$ cat src/rtl/gtp_pkg.sv
// ----------------------------------------------------------------------------
// gtp_pkg
// Shared codes, constants and the CORDIC arctangent table of the go-to-pose controller.
// ----------------------------------------------------------------------------
`default_nettype none

package gtp_pkg;

  localparam int CORDIC_STEPS_DEF = 16;
  localparam int ATAN_LEN         = 24;
  localparam int IDX_W            = 5;

  localparam int POS_W  = 24;
  localparam int DIFF_W = 25;
  localparam int ANG_W  = 16;
  localparam int TOL_W  = 20;
  localparam int SPD_W  = 15;
  localparam int CFG_W  = 20;
  localparam int CFG_IDX_W = 2;

  localparam logic [1:0] ACT_GOAL   = 2'd0;
  localparam logic [1:0] ACT_TICK   = 2'd1;
  localparam logic [1:0] ACT_CANCEL = 2'd2;

  localparam logic [1:0] ST_IDLE     = 2'd0;
  localparam logic [1:0] ST_BUSY     = 2'd1;
  localparam logic [1:0] ST_SUCCEED  = 2'd2;
  localparam logic [1:0] ST_CANCELED = 2'd3;

  localparam logic [CFG_IDX_W-1:0] CFG_POS_TOL  = 2'd0;
  localparam logic [CFG_IDX_W-1:0] CFG_HDG_TOL  = 2'd1;
  localparam logic [CFG_IDX_W-1:0] CFG_FWD_SPD  = 2'd2;
  localparam logic [CFG_IDX_W-1:0] CFG_TURN_LIM = 2'd3;

  localparam logic [TOL_W-1:0] POS_TOL_RST  = 20'd4915;
  localparam logic [SPD_W-1:0] HDG_TOL_RST  = 15'd1820;
  localparam logic [SPD_W-1:0] FWD_SPD_RST  = 15'd410;
  localparam logic [SPD_W-1:0] TURN_LIM_RST = 15'd4096;

  // About pi/8 per binary angle unit, scaled by 65536.
  localparam logic [15:0] RATE_GAIN  = 16'd25736;
  localparam logic [31:0] RATE_ROUND = 32'd32768;

  // Arctangent of 2^-i in binary angle units, pi = 32768.
  function automatic logic [ANG_W-1:0] atan_bau(input logic [IDX_W-1:0] idx);
    logic [ANG_W-1:0] v;
    case (idx)
      5'd0:    v = 16'd8192;
      5'd1:    v = 16'd4836;
      5'd2:    v = 16'd2555;
      5'd3:    v = 16'd1297;
      5'd4:    v = 16'd651;
      5'd5:    v = 16'd326;
      5'd6:    v = 16'd163;
      5'd7:    v = 16'd81;
      5'd8:    v = 16'd41;
      5'd9:    v = 16'd20;
      5'd10:   v = 16'd10;
      5'd11:   v = 16'd5;
      5'd12:   v = 16'd3;
      5'd13:   v = 16'd1;
      5'd14:   v = 16'd1;
      default: v = 16'd0;
    endcase
    return v;
  endfunction

endpackage

`default_nettype wire

$ cat src/rtl/gtp_in_if.sv
// ----------------------------------------------------------------------------
// gtp_in_if
// Input channel: goal, tick and cancel transactions with valid/ready.
// ----------------------------------------------------------------------------
`default_nettype none

interface gtp_in_if;
  logic               valid;
  logic               ready;
  logic [1:0]         action;
  logic signed [23:0] goal_x;
  logic signed [23:0] goal_y;
  logic signed [15:0] goal_heading;
  logic signed [23:0] pos_x;
  logic signed [23:0] pos_y;
  logic signed [15:0] heading;

  modport source (
    output valid, action, goal_x, goal_y, goal_heading, pos_x, pos_y, heading,
    input  ready
  );
  modport sink (
    input  valid, action, goal_x, goal_y, goal_heading, pos_x, pos_y, heading,
    output ready
  );
endinterface

`default_nettype wire

$ cat src/rtl/gtp_out_if.sv
// ----------------------------------------------------------------------------
// gtp_out_if
// Result channel: velocity command and status transactions with valid/ready.
// ----------------------------------------------------------------------------
`default_nettype none

interface gtp_out_if;
  logic               valid;
  logic               ready;
  logic               cmd_valid;
  logic [14:0]        linear_cmd;
  logic signed [15:0] angular_cmd;
  logic [1:0]         status;

  modport source (
    output valid, cmd_valid, linear_cmd, angular_cmd, status,
    input  ready
  );
  modport sink (
    input  valid, cmd_valid, linear_cmd, angular_cmd, status,
    output ready
  );
endinterface

`default_nettype wire

$ cat src/rtl/gtp_cordic.sv
// ----------------------------------------------------------------------------
// gtp_cordic
// Iterative vectoring CORDIC that returns the bearing of (dx, dy) in binary
// angle units, one micro-rotation per clock cycle.
// ----------------------------------------------------------------------------
`default_nettype none

module gtp_cordic #(
  parameter int STEPS = gtp_pkg::CORDIC_STEPS_DEF
) (
  input  wire logic                               clk,
  input  wire logic                               rst_n,
  input  wire logic                               start,
  input  wire logic signed [gtp_pkg::DIFF_W-1:0]  dx,
  input  wire logic signed [gtp_pkg::DIFF_W-1:0]  dy,
  output logic                                    done,
  output logic [gtp_pkg::ANG_W-1:0]               angle
);

  localparam int NSTEPS = (STEPS > gtp_pkg::ATAN_LEN) ? gtp_pkg::ATAN_LEN : STEPS;
  localparam logic [gtp_pkg::IDX_W-1:0] LAST = gtp_pkg::IDX_W'(NSTEPS - 1);
  localparam int XW = gtp_pkg::DIFF_W + 3;

  logic signed [XW-1:0]            x_r, y_r;
  logic [gtp_pkg::ANG_W-1:0]       z_r;
  logic [gtp_pkg::IDX_W-1:0]       i_r;
  logic                            busy_r, done_r;

  logic signed [XW-1:0] dx_ext, dy_ext, xs, ys;

  assign dx_ext = XW'(dx);
  assign dy_ext = XW'(dy);
  assign xs     = x_r >>> i_r;
  assign ys     = y_r >>> i_r;
  assign done   = done_r;
  assign angle  = z_r;

  always_ff @(posedge clk) begin
    if (!rst_n) begin
      busy_r <= 1'b0;
      done_r <= 1'b0;
      i_r    <= '0;
    end else begin
      done_r <= 1'b0;
      if (start) begin
        i_r <= '0;
        if (dx == '0 && dy == '0) begin
          z_r    <= '0;
          done_r <= 1'b1;
        end else begin
          busy_r <= 1'b1;
          if (dx < 0) begin
            x_r <= -dx_ext;
            y_r <= -dy_ext;
            z_r <= 16'h8000;
          end else begin
            x_r <= dx_ext;
            y_r <= dy_ext;
            z_r <= '0;
          end
        end
      end else if (busy_r) begin
        if (y_r > 0) begin
          x_r <= x_r + ys;
          y_r <= y_r - xs;
          z_r <= z_r + gtp_pkg::atan_bau(i_r);
        end else begin
          x_r <= x_r - ys;
          y_r <= y_r + xs;
          z_r <= z_r - gtp_pkg::atan_bau(i_r);
        end
        if (i_r == LAST) begin
          busy_r <= 1'b0;
          done_r <= 1'b1;
        end else begin
          i_r <= i_r + 1'b1;
        end
      end
    end
  end

endmodule

`default_nettype wire

$ cat src/rtl/go_to_pose_controller_core.sv
// ----------------------------------------------------------------------------
// go_to_pose_controller_core
// Two-phase go-to-pose controller: drive toward a goal point, then turn to
// the goal heading, with cancel support and a plain configuration port.
// ----------------------------------------------------------------------------
// The block takes one transaction at a time and is not ready while it works
// on one. A new goal, a cancel and a tick while idle produce their result
// directly; a tick while aligning checks the heading error first and, when
// it is outside the tolerance, turns it into a turn rate. A tick while
// moving takes the position differences, makes three passes through one
// shared 25 x 25 multiplier for the squared distance and tolerance, runs
// one CORDIC micro-rotation per cycle for the bearing, and makes one more
// multiplier pass to turn the angle error into a turn rate. The tick
// on which the goal point is reached produces no result. A finished result
// waits in the output register while the next transaction is accepted; if
// that register is still full when the next result is ready, the block
// waits until the result side takes it.
`default_nettype none

module go_to_pose_controller_core #(
  parameter int CORDIC_STEPS = gtp_pkg::CORDIC_STEPS_DEF
) (
  input  wire logic                              clk,
  input  wire logic                              rst_n,
  gtp_in_if.sink                                 in_chan,
  gtp_out_if.source                              out_chan,
  input  wire logic                              cfg_we,
  input  wire logic [gtp_pkg::CFG_IDX_W-1:0]     cfg_index,
  input  wire logic [gtp_pkg::CFG_W-1:0]         cfg_wdata
);

  typedef enum logic [1:0] {PH_IDLE, PH_MOVE, PH_ALIGN} phase_t;
  typedef enum logic [3:0] {
    S_IDLE, S_DIFF, S_SQX, S_SQY, S_SQT, S_CMP, S_CORD, S_ALGN, S_RATE, S_CLAMP, S_DONE
  } state_t;

  localparam int MW = gtp_pkg::DIFF_W;

  state_t state_r;
  phase_t phase_r;

  logic [gtp_pkg::TOL_W-1:0] pos_tol_r;
  logic [gtp_pkg::SPD_W-1:0] hdg_tol_r, fwd_spd_r, turn_lim_r;

  logic signed [gtp_pkg::POS_W-1:0]  tgt_x_r, tgt_y_r, px_r, py_r;
  logic signed [gtp_pkg::ANG_W-1:0]  tgt_hd_r, hd_r, err_r;
  logic signed [gtp_pkg::DIFF_W-1:0] dx_r, dy_r;
  logic [2*MW-1:0]                   prod_r, acc_r;

  logic                       res_cmd_r;
  logic [gtp_pkg::SPD_W-1:0]  res_lin_r;
  logic [gtp_pkg::ANG_W-1:0]  res_ang_r;
  logic [1:0]                 res_st_r;

  logic                       out_valid_r, out_cmd_r;
  logic [gtp_pkg::SPD_W-1:0]  out_lin_r;
  logic [gtp_pkg::ANG_W-1:0]  out_ang_r;
  logic [1:0]                 out_st_r;

  logic                       accept, close, cord_start, cord_done;
  logic [gtp_pkg::ANG_W-1:0]  cord_angle;
  logic [MW-1:0]              ax, ay, mul_a, mul_b;
  logic [gtp_pkg::ANG_W-1:0]  err_mag, algn_err, algn_mag;
  logic [31:0]                rnd;
  logic [15:0]                rate, rate_clamped;

  assign in_chan.ready = (state_r == S_IDLE);
  assign accept        = in_chan.valid && in_chan.ready;

  assign out_chan.valid       = out_valid_r;
  assign out_chan.cmd_valid   = out_cmd_r;
  assign out_chan.linear_cmd  = out_lin_r;
  assign out_chan.angular_cmd = out_ang_r;
  assign out_chan.status      = out_st_r;

  assign ax = dx_r[MW-1] ? MW'(-dx_r) : MW'(dx_r);
  assign ay = dy_r[MW-1] ? MW'(-dy_r) : MW'(dy_r);
  assign err_mag  = err_r[gtp_pkg::ANG_W-1] ? gtp_pkg::ANG_W'(-err_r) : err_r;
  assign algn_err = tgt_hd_r - hd_r;
  assign algn_mag = algn_err[gtp_pkg::ANG_W-1] ? gtp_pkg::ANG_W'(-algn_err) : algn_err;

  assign close      = acc_r < prod_r;
  assign cord_start = (state_r == S_CMP) && !close;

  assign rnd          = prod_r[31:0] + gtp_pkg::RATE_ROUND;
  assign rate         = rnd[31:16];
  assign rate_clamped = (rate > {1'b0, turn_lim_r}) ? {1'b0, turn_lim_r} : rate;

  always_comb begin
    mul_a = '0;
    mul_b = '0;
    case (state_r)
      S_SQX: begin
        mul_a = ax;
        mul_b = ax;
      end
      S_SQY: begin
        mul_a = ay;
        mul_b = ay;
      end
      S_SQT: begin
        mul_a = MW'(pos_tol_r);
        mul_b = MW'(pos_tol_r);
      end
      S_RATE: begin
        mul_a = MW'(err_mag);
        mul_b = MW'(gtp_pkg::RATE_GAIN);
      end
      default: begin
        mul_a = '0;
        mul_b = '0;
      end
    endcase
  end

  gtp_cordic #(
    .STEPS (CORDIC_STEPS)
  ) u_cordic (
    .clk   (clk),
    .rst_n (rst_n),
    .start (cord_start),
    .dx    (dx_r),
    .dy    (dy_r),
    .done  (cord_done),
    .angle (cord_angle)
  );

  always_ff @(posedge clk) begin
    prod_r <= mul_a * mul_b;
  end

  always_ff @(posedge clk) begin
    if (!rst_n) begin
      pos_tol_r  <= gtp_pkg::POS_TOL_RST;
      hdg_tol_r  <= gtp_pkg::HDG_TOL_RST;
      fwd_spd_r  <= gtp_pkg::FWD_SPD_RST;
      turn_lim_r <= gtp_pkg::TURN_LIM_RST;
    end else if (cfg_we) begin
      case (cfg_index)
        gtp_pkg::CFG_POS_TOL:  pos_tol_r  <= cfg_wdata;
        gtp_pkg::CFG_HDG_TOL:  hdg_tol_r  <= cfg_wdata[gtp_pkg::SPD_W-1:0];
        gtp_pkg::CFG_FWD_SPD:  fwd_spd_r  <= cfg_wdata[gtp_pkg::SPD_W-1:0];
        gtp_pkg::CFG_TURN_LIM: turn_lim_r <= cfg_wdata[gtp_pkg::SPD_W-1:0];
        default:               pos_tol_r  <= pos_tol_r;
      endcase
    end
  end

  always_ff @(posedge clk) begin
    if (!rst_n) begin
      state_r     <= S_IDLE;
      phase_r     <= PH_IDLE;
      tgt_x_r     <= '0;
      tgt_y_r     <= '0;
      tgt_hd_r    <= '0;
      out_valid_r <= 1'b0;
    end else begin
      if (out_valid_r && out_chan.ready && state_r != S_DONE) begin
        out_valid_r <= 1'b0;
      end
      case (state_r)
        S_IDLE: begin
          if (accept) begin
            res_cmd_r <= 1'b0;
            res_lin_r <= '0;
            res_ang_r <= '0;
            case (in_chan.action)
              gtp_pkg::ACT_GOAL: begin
                tgt_x_r  <= in_chan.goal_x;
                tgt_y_r  <= in_chan.goal_y;
                tgt_hd_r <= in_chan.goal_heading;
                phase_r  <= PH_MOVE;
                res_st_r <= gtp_pkg::ST_BUSY;
                state_r  <= S_DONE;
              end
              gtp_pkg::ACT_CANCEL: begin
                res_st_r <= (phase_r == PH_IDLE) ? gtp_pkg::ST_IDLE : gtp_pkg::ST_CANCELED;
                phase_r  <= PH_IDLE;
                state_r  <= S_DONE;
              end
              gtp_pkg::ACT_TICK: begin
                px_r <= in_chan.pos_x;
                py_r <= in_chan.pos_y;
                hd_r <= in_chan.heading;
                case (phase_r)
                  PH_MOVE:  state_r <= S_DIFF;
                  PH_ALIGN: state_r <= S_ALGN;
                  default: begin
                    phase_r  <= PH_IDLE;
                    res_st_r <= gtp_pkg::ST_IDLE;
                    state_r  <= S_DONE;
                  end
                endcase
              end
              default: state_r <= S_IDLE;
            endcase
          end
        end
        S_DIFF: begin
          dx_r    <= {tgt_x_r[gtp_pkg::POS_W-1], tgt_x_r} - {px_r[gtp_pkg::POS_W-1], px_r};
          dy_r    <= {tgt_y_r[gtp_pkg::POS_W-1], tgt_y_r} - {py_r[gtp_pkg::POS_W-1], py_r};
          state_r <= S_SQX;
        end
        S_SQX: state_r <= S_SQY;
        S_SQY: begin
          acc_r   <= prod_r;
          state_r <= S_SQT;
        end
        S_SQT: begin
          acc_r   <= acc_r + prod_r;
          state_r <= S_CMP;
        end
        S_CMP: begin
          if (close) begin
            phase_r <= PH_ALIGN;
            state_r <= S_IDLE;
          end else begin
            state_r <= S_CORD;
          end
        end
        S_CORD: begin
          if (cord_done) begin
            err_r     <= cord_angle - hd_r;
            res_lin_r <= fwd_spd_r;
            state_r   <= S_RATE;
          end
        end
        S_ALGN: begin
          res_lin_r <= '0;
          if (algn_mag <= {1'b0, hdg_tol_r}) begin
            phase_r   <= PH_IDLE;
            res_cmd_r <= 1'b1;
            res_ang_r <= '0;
            res_st_r  <= gtp_pkg::ST_SUCCEED;
            state_r   <= S_DONE;
          end else begin
            err_r   <= algn_err;
            state_r <= S_RATE;
          end
        end
        S_RATE: state_r <= S_CLAMP;
        S_CLAMP: begin
          res_cmd_r <= 1'b1;
          res_ang_r <= err_r[gtp_pkg::ANG_W-1] ? gtp_pkg::ANG_W'(-rate_clamped) : rate_clamped;
          res_st_r  <= gtp_pkg::ST_BUSY;
          state_r   <= S_DONE;
        end
        S_DONE: begin
          if (!out_valid_r || out_chan.ready) begin
            out_valid_r <= 1'b1;
            out_cmd_r   <= res_cmd_r;
            out_lin_r   <= res_lin_r;
            out_ang_r   <= res_ang_r;
            out_st_r    <= res_st_r;
            state_r     <= S_IDLE;
          end
        end
        default: state_r <= S_IDLE;
      endcase
    end
  end

endmodule

`default_nettype wire
$ cat src/flat_wrapper.sv
// flat-port wrapper written by rule: the top's interface ports become plain ports
module go_to_pose_controller_core_flat 
#(
  parameter int CORDIC_STEPS = gtp_pkg::CORDIC_STEPS_DEF
)
  (clk, rst_n, cfg_we, cfg_index, cfg_wdata, in_chan_valid, in_chan_action, in_chan_goal_x, in_chan_goal_y, in_chan_goal_heading, in_chan_pos_x, in_chan_pos_y, in_chan_heading, in_chan_ready, out_chan_valid, out_chan_cmd_valid, out_chan_linear_cmd, out_chan_angular_cmd, out_chan_status, out_chan_ready);
  gtp_in_if in_chan_i ();
  gtp_out_if out_chan_i ();
  input  wire logic clk;
  input  wire logic rst_n;
  input  wire logic cfg_we;
  input  wire logic [gtp_pkg::CFG_IDX_W-1:0] cfg_index;
  input  wire logic [gtp_pkg::CFG_W-1:0] cfg_wdata;
  input wire logic [$bits(in_chan_i.valid)-1:0] in_chan_valid;
  input wire logic [$bits(in_chan_i.action)-1:0] in_chan_action;
  input wire logic [$bits(in_chan_i.goal_x)-1:0] in_chan_goal_x;
  input wire logic [$bits(in_chan_i.goal_y)-1:0] in_chan_goal_y;
  input wire logic [$bits(in_chan_i.goal_heading)-1:0] in_chan_goal_heading;
  input wire logic [$bits(in_chan_i.pos_x)-1:0] in_chan_pos_x;
  input wire logic [$bits(in_chan_i.pos_y)-1:0] in_chan_pos_y;
  input wire logic [$bits(in_chan_i.heading)-1:0] in_chan_heading;
  output wire logic [$bits(in_chan_i.ready)-1:0] in_chan_ready;
  output wire logic [$bits(out_chan_i.valid)-1:0] out_chan_valid;
  output wire logic [$bits(out_chan_i.cmd_valid)-1:0] out_chan_cmd_valid;
  output wire logic [$bits(out_chan_i.linear_cmd)-1:0] out_chan_linear_cmd;
  output wire logic [$bits(out_chan_i.angular_cmd)-1:0] out_chan_angular_cmd;
  output wire logic [$bits(out_chan_i.status)-1:0] out_chan_status;
  input wire logic [$bits(out_chan_i.ready)-1:0] out_chan_ready;
  assign in_chan_i.valid = in_chan_valid;
  assign in_chan_i.action = in_chan_action;
  assign in_chan_i.goal_x = in_chan_goal_x;
  assign in_chan_i.goal_y = in_chan_goal_y;
  assign in_chan_i.goal_heading = in_chan_goal_heading;
  assign in_chan_i.pos_x = in_chan_pos_x;
  assign in_chan_i.pos_y = in_chan_pos_y;
  assign in_chan_i.heading = in_chan_heading;
  assign in_chan_ready = in_chan_i.ready;
  assign out_chan_valid = out_chan_i.valid;
  assign out_chan_cmd_valid = out_chan_i.cmd_valid;
  assign out_chan_linear_cmd = out_chan_i.linear_cmd;
  assign out_chan_angular_cmd = out_chan_i.angular_cmd;
  assign out_chan_status = out_chan_i.status;
  assign out_chan_i.ready = out_chan_ready;
  go_to_pose_controller_core #(.CORDIC_STEPS(CORDIC_STEPS)) u_core (.clk(clk), .rst_n(rst_n), .in_chan(in_chan_i), .out_chan(out_chan_i), .cfg_we(cfg_we), .cfg_index(cfg_index), .cfg_wdata(cfg_wdata));
endmodule
$ cat config.mk
export PLATFORM = sky130hd
export DESIGN_NAME = go_to_pose_controller_core_flat
export DESIGN_NICKNAME = d
export VERILOG_FILES = /design/src/rtl/gtp_pkg.sv /design/src/rtl/gtp_in_if.sv /design/src/rtl/gtp_out_if.sv /design/src/rtl/gtp_cordic.sv /design/src/rtl/go_to_pose_controller_core.sv /design/src/flat_wrapper.sv
export SDC_FILE = /design/constraint.sdc
export NUM_CORES = 2
export LEC_CHECK = 0
export ABC_AREA = 1
export BUFFER_PORTS_ARGS = -buffer_cell sky130_fd_sc_hd__buf_2
export CAP_MARGIN = 20
export CORE_UTILIZATION = 35
export CTS_BUF_LIST = sky130_fd_sc_hd__clkbuf_16
export DETAILED_ROUTE_END_ITERATION = 10
export PLACE_DENSITY_LB_ADDON = 0.3
export SLEW_MARGIN = 5
export SYNTH_ARGS = -nofsm -noshare
export SYNTH_HDL_FRONTEND = slang
export SYNTH_SLANG_ARGS = --single-unit
$ cat constraint.sdc
create_clock -name clk -period 11.6 [get_ports clk]
set_input_delay 1.74 -clock clk [delete_from_list [all_inputs] [get_ports clk]]
set_output_delay 1.74 -clock clk [all_outputs]
set_load 0.1 [all_outputs]
==> key figures <==
Layout
  • Layout net count: 9017
  • Commonest cells after routing, fill and taps aside: 1661 x inv_1, 1568 x nand2_1, 605 x nor2_1
  • Final Core Density: 0.386
  • Share of cells above drive strength 1: 0.0615
  • Diodes inserted: 0
  • Post-route design area: around 64000 µm²
  • Synthesis-to-finish area growth: 9.31%
  • Final Instance Count excl. Fillers: between 10000 and 15000
  • Commonest non-fill, non-tap cell in the layout: inv_1

Clocking
  • Hold_buf cts: 0
  • Reg clk slew, reported paths: ~70 ps
  • Clock Sinks: 527
  • CTS Root Cell: clkbuf_16
  • Cts bufs inserted: 68
  • H-Tree Depth: 3
  • Skew-Pair Late Insertion Delay: about 710 ps
  • CTS max path bufs: 3
  • CTS tree: yes
  • CTS resizes: 0
  • Number of post-CTS setup repair buffers: 0

GRT
  • First-pass GRT wire length: ~300000 µm
  • Congestion Overflow GR: 0
  • Vias in the first global route: between 50000 and 60000
  • Total track usage: 0.231
  • Initial antenna violation count: 10
  • Largest net degree at the start of global routing: a little under 80

Power and ir drop
  • P_int: ~4.9 mW
  • Sw frac: 0.470
  • Sw Pwr: 4.31 mW
  • Total power: a little over 9 mW
  • Pwr/cell area: approximately 140 nW/µm²
  • Max VDD drop: roughly 0.00012 V
  • Leak Pwr: about 32 nW
  • Comb pwr share: 0.505
  • Seq pwr share: 0.260
  • Clock power share: 0.235

Placement
  • Placed Area: around 62000 µm²
  • Setup WS pre-CTS: slightly below 2000 ps
  • Detailed placer's ending HPWL: between 150000 and 200000 µm
  • Inst Count DP: 9978
  • Placer Congestion: between 0.9 and 1
  • Number of port buffers: between 150 and 200

Die
  • Core area: around 170000 µm²
  • I/O pin count: 193
  • Rows: about 150
  • Initial core utilization: 0.354
  • Die Ht: ~410 µm
  • Die width: a little over 400 µm
  • Die area: between 150000 and 200000 µm²

Yosys
  • Sequential area share after synthesis: 0.235
  • Top_reg_cell synth: edfxtp_1
  • Avg Cell Area, Syn: 7.54 µm²
  • Syn Inst Count: roughly 7800
  • Post-Syn Nets: 8916
  • Synth warnings: 0
  • Cell area after synthesis: 58500 µm²
  • Ys async rst share: 0
  • Synthesized flop and latch total: ~530
  • Unique masters post-synth: slightly above 60
  • EDFF count, synth: 320

STA
  • Setup TNS: 0 ps
  • Minimum clock period: between 9000 and 10000 ps
  • Peak Freq: a little over 100 MHz
  • Fin worst setup slack: 1690 ps
  • Slew headroom: 0.257
  • Final period util: 0.854
  • Final setup fails: 0
  • Final Skew: 52.2 ps
  • RSZ-0062 raised after global routing: false
  • Slew Limit Fails: 0
  • Final hold slack: between 400 and 500 ps
  • Final hold violation count: 0
  • Worst-margin pin slew: roughly 1100 ps

Route
  • Routed WL per cell: 19.4 µm
  • Total length of routed wires: about 200000 µm
  • DRC violations left: 0
  • Post-route ant nets: 0
  • Post-DR vias/cell: between 5 and 6
  • Via Count: roughly 52000
  • Pre-Repair DR Iteration Count: 6
  • Initial drt markers: 4994

Setup path
  • Critical Path Sink Type: register
  • CP Launch Type: register
  • Critical path's slowest cell: and3_1
  • CP max FO: 26
  • CP Class: register to register
  • Crit path max-delay family: adder cells
  • Crit path buf inv count: 9
  • Arr. time, crit path: between 10000 and 15000 ps
  • Critical Path Max Stage Delay: between 800 and 900 ps
  • Critical path data required time: ~12000 ps

Run
  • Max_cap viols: 0

Run status
  • Status: completed

Hold path
  • Hold WC Path Type: register to register
-- worst reg2reg max path, delay by kind of cell (launching register included) --
kind	cells	cell delay, ps
flip-flops	1	420
AO/OA/AOI/OAI	5	1070
AND/OR/NAND/NOR	16	3020
XOR/XNOR	2	370
adder cells (fa/ha/maj)	8	3850
buffers and inverters	9	1090
-- Yosys cell counts (8+ instances only) --
master	number	area [µm²]
buf_4	12	90.1
nand2_2	12	75.1
inv_1	1649	6190
mux2i_1	8	80.1
a21oi_1	512	2560
and3_1	9	56.3
nor2_1	605	2270
xor2_1	200	1750
ha_1	482	6030
o21bai_1	22	165
nand4_1	54	338
nand2_1	1568	5890
buf_2	58	290
xnor2_1	87	762
o21ai_1	70	350
nor4_1	30	188
nand3_1	299	1500
clkbuf_1	135	507
o21a_1	22	165
fa_1	518	10400
dfxtp_1	207	4140
o31ai_1	9	67.6
edfxtp_1	320	9610
o221ai_1	11	96.3
a211oi_1	10	75.1
inv_2	18	67.6
nor2_2	18	113
o211ai_1	78	586
o21ai_0	477	2390
a21boi_0	9	67.6
or2_2	35	219
a21o_1	15	113
buf_1	13	48.8
nor3_1	62	310
a31oi_1	37	231
-- flip-flops by register name, indices dropped and copies added, names as in the netlist, 20 cells and up, named ones only --
| signal | count |
|---|---|
| u_core.tgt_y_r | 24 |
| u_core.dy_r | 25 |
| u_core.u_cordic.x_r | 28 |
| u_core.pos_tol_r | 20 |
| u_core.acc_r | 50 |
| u_core.u_cordic.y_r | 28 |
| u_core.px_r | 24 |
| u_core.py_r | 24 |
| u_core.prod_r | 50 |
| u_core.tgt_x_r | 24 |
| u_core.dx_r | 25 |
-- path summary, 6_finish.rpt --
| check | slack, ps | from | endpoint | cells past startpoint |
|---|---|---|---|---|
| max | 1690 | u_core.dy_r[2] | u_core.prod_r[41] | 40 |
| min | 420 | u_core.res_lin_r[8] | u_core.out_chan.linear_cmd[8] | 0 |
| max reg2reg | 1690 | u_core.dy_r[2] | u_core.prod_r[41] | 40 |
| min reg2reg | 420 | u_core.res_lin_r[8] | u_core.out_chan.linear_cmd[8] | 0 |
-- final cells by class --
class | instances | area, µm²
Timing Repair Buffer | 256 | 1440
Clock buffer | 71 | 1780
Fill cell | 17252 | 102000
Sequential cell | 527 | 13800
Tap cell | 2189 | 2740
Multi-Input combinational cell | 5333 | 37500
Inverter | 1674 | 6280
Clock inverter | 55 | 437
-- cell families after synthesis --
logic type / after synthesis / share of synthesized area
and+or+nand+nor: 2720 / 0.191
buffers and inverters: 1899 / 0.125
AOI/OAI and AO/OA: 1317 / 0.124
adders and majority gates: 1000 / 0.280
DFF: 527 / 0.235
xor gates and xnor gates: 288 / 0.0433
muxes: 8 / 0.00137
-- power by group through the flow --
stage | Clock (mW) | Sequential [mW] | Combinational, mW
finish | 2.15 | 2.38 | 4.62
global route | 2.26 | 2.40 | 5.13
CTS | 2.20 | 2.38 | 4.56
detailed placement | 0 | 2.42 | 4.54
global placement | 0 | 2.41 | 4.49
floorplan | 0 | 2.37 | 3.00
-- metal layers --
metal	track usage	up-vias	share of wire
met4	0.0701	10	0.031
met1	0.330	24927	0.46
met2	0.349	2012	0.42
met5	0	-	0.00038
li1	-	24642	-
met3	0.0449	278	0.084
Power figures use the tool's default switching activity.
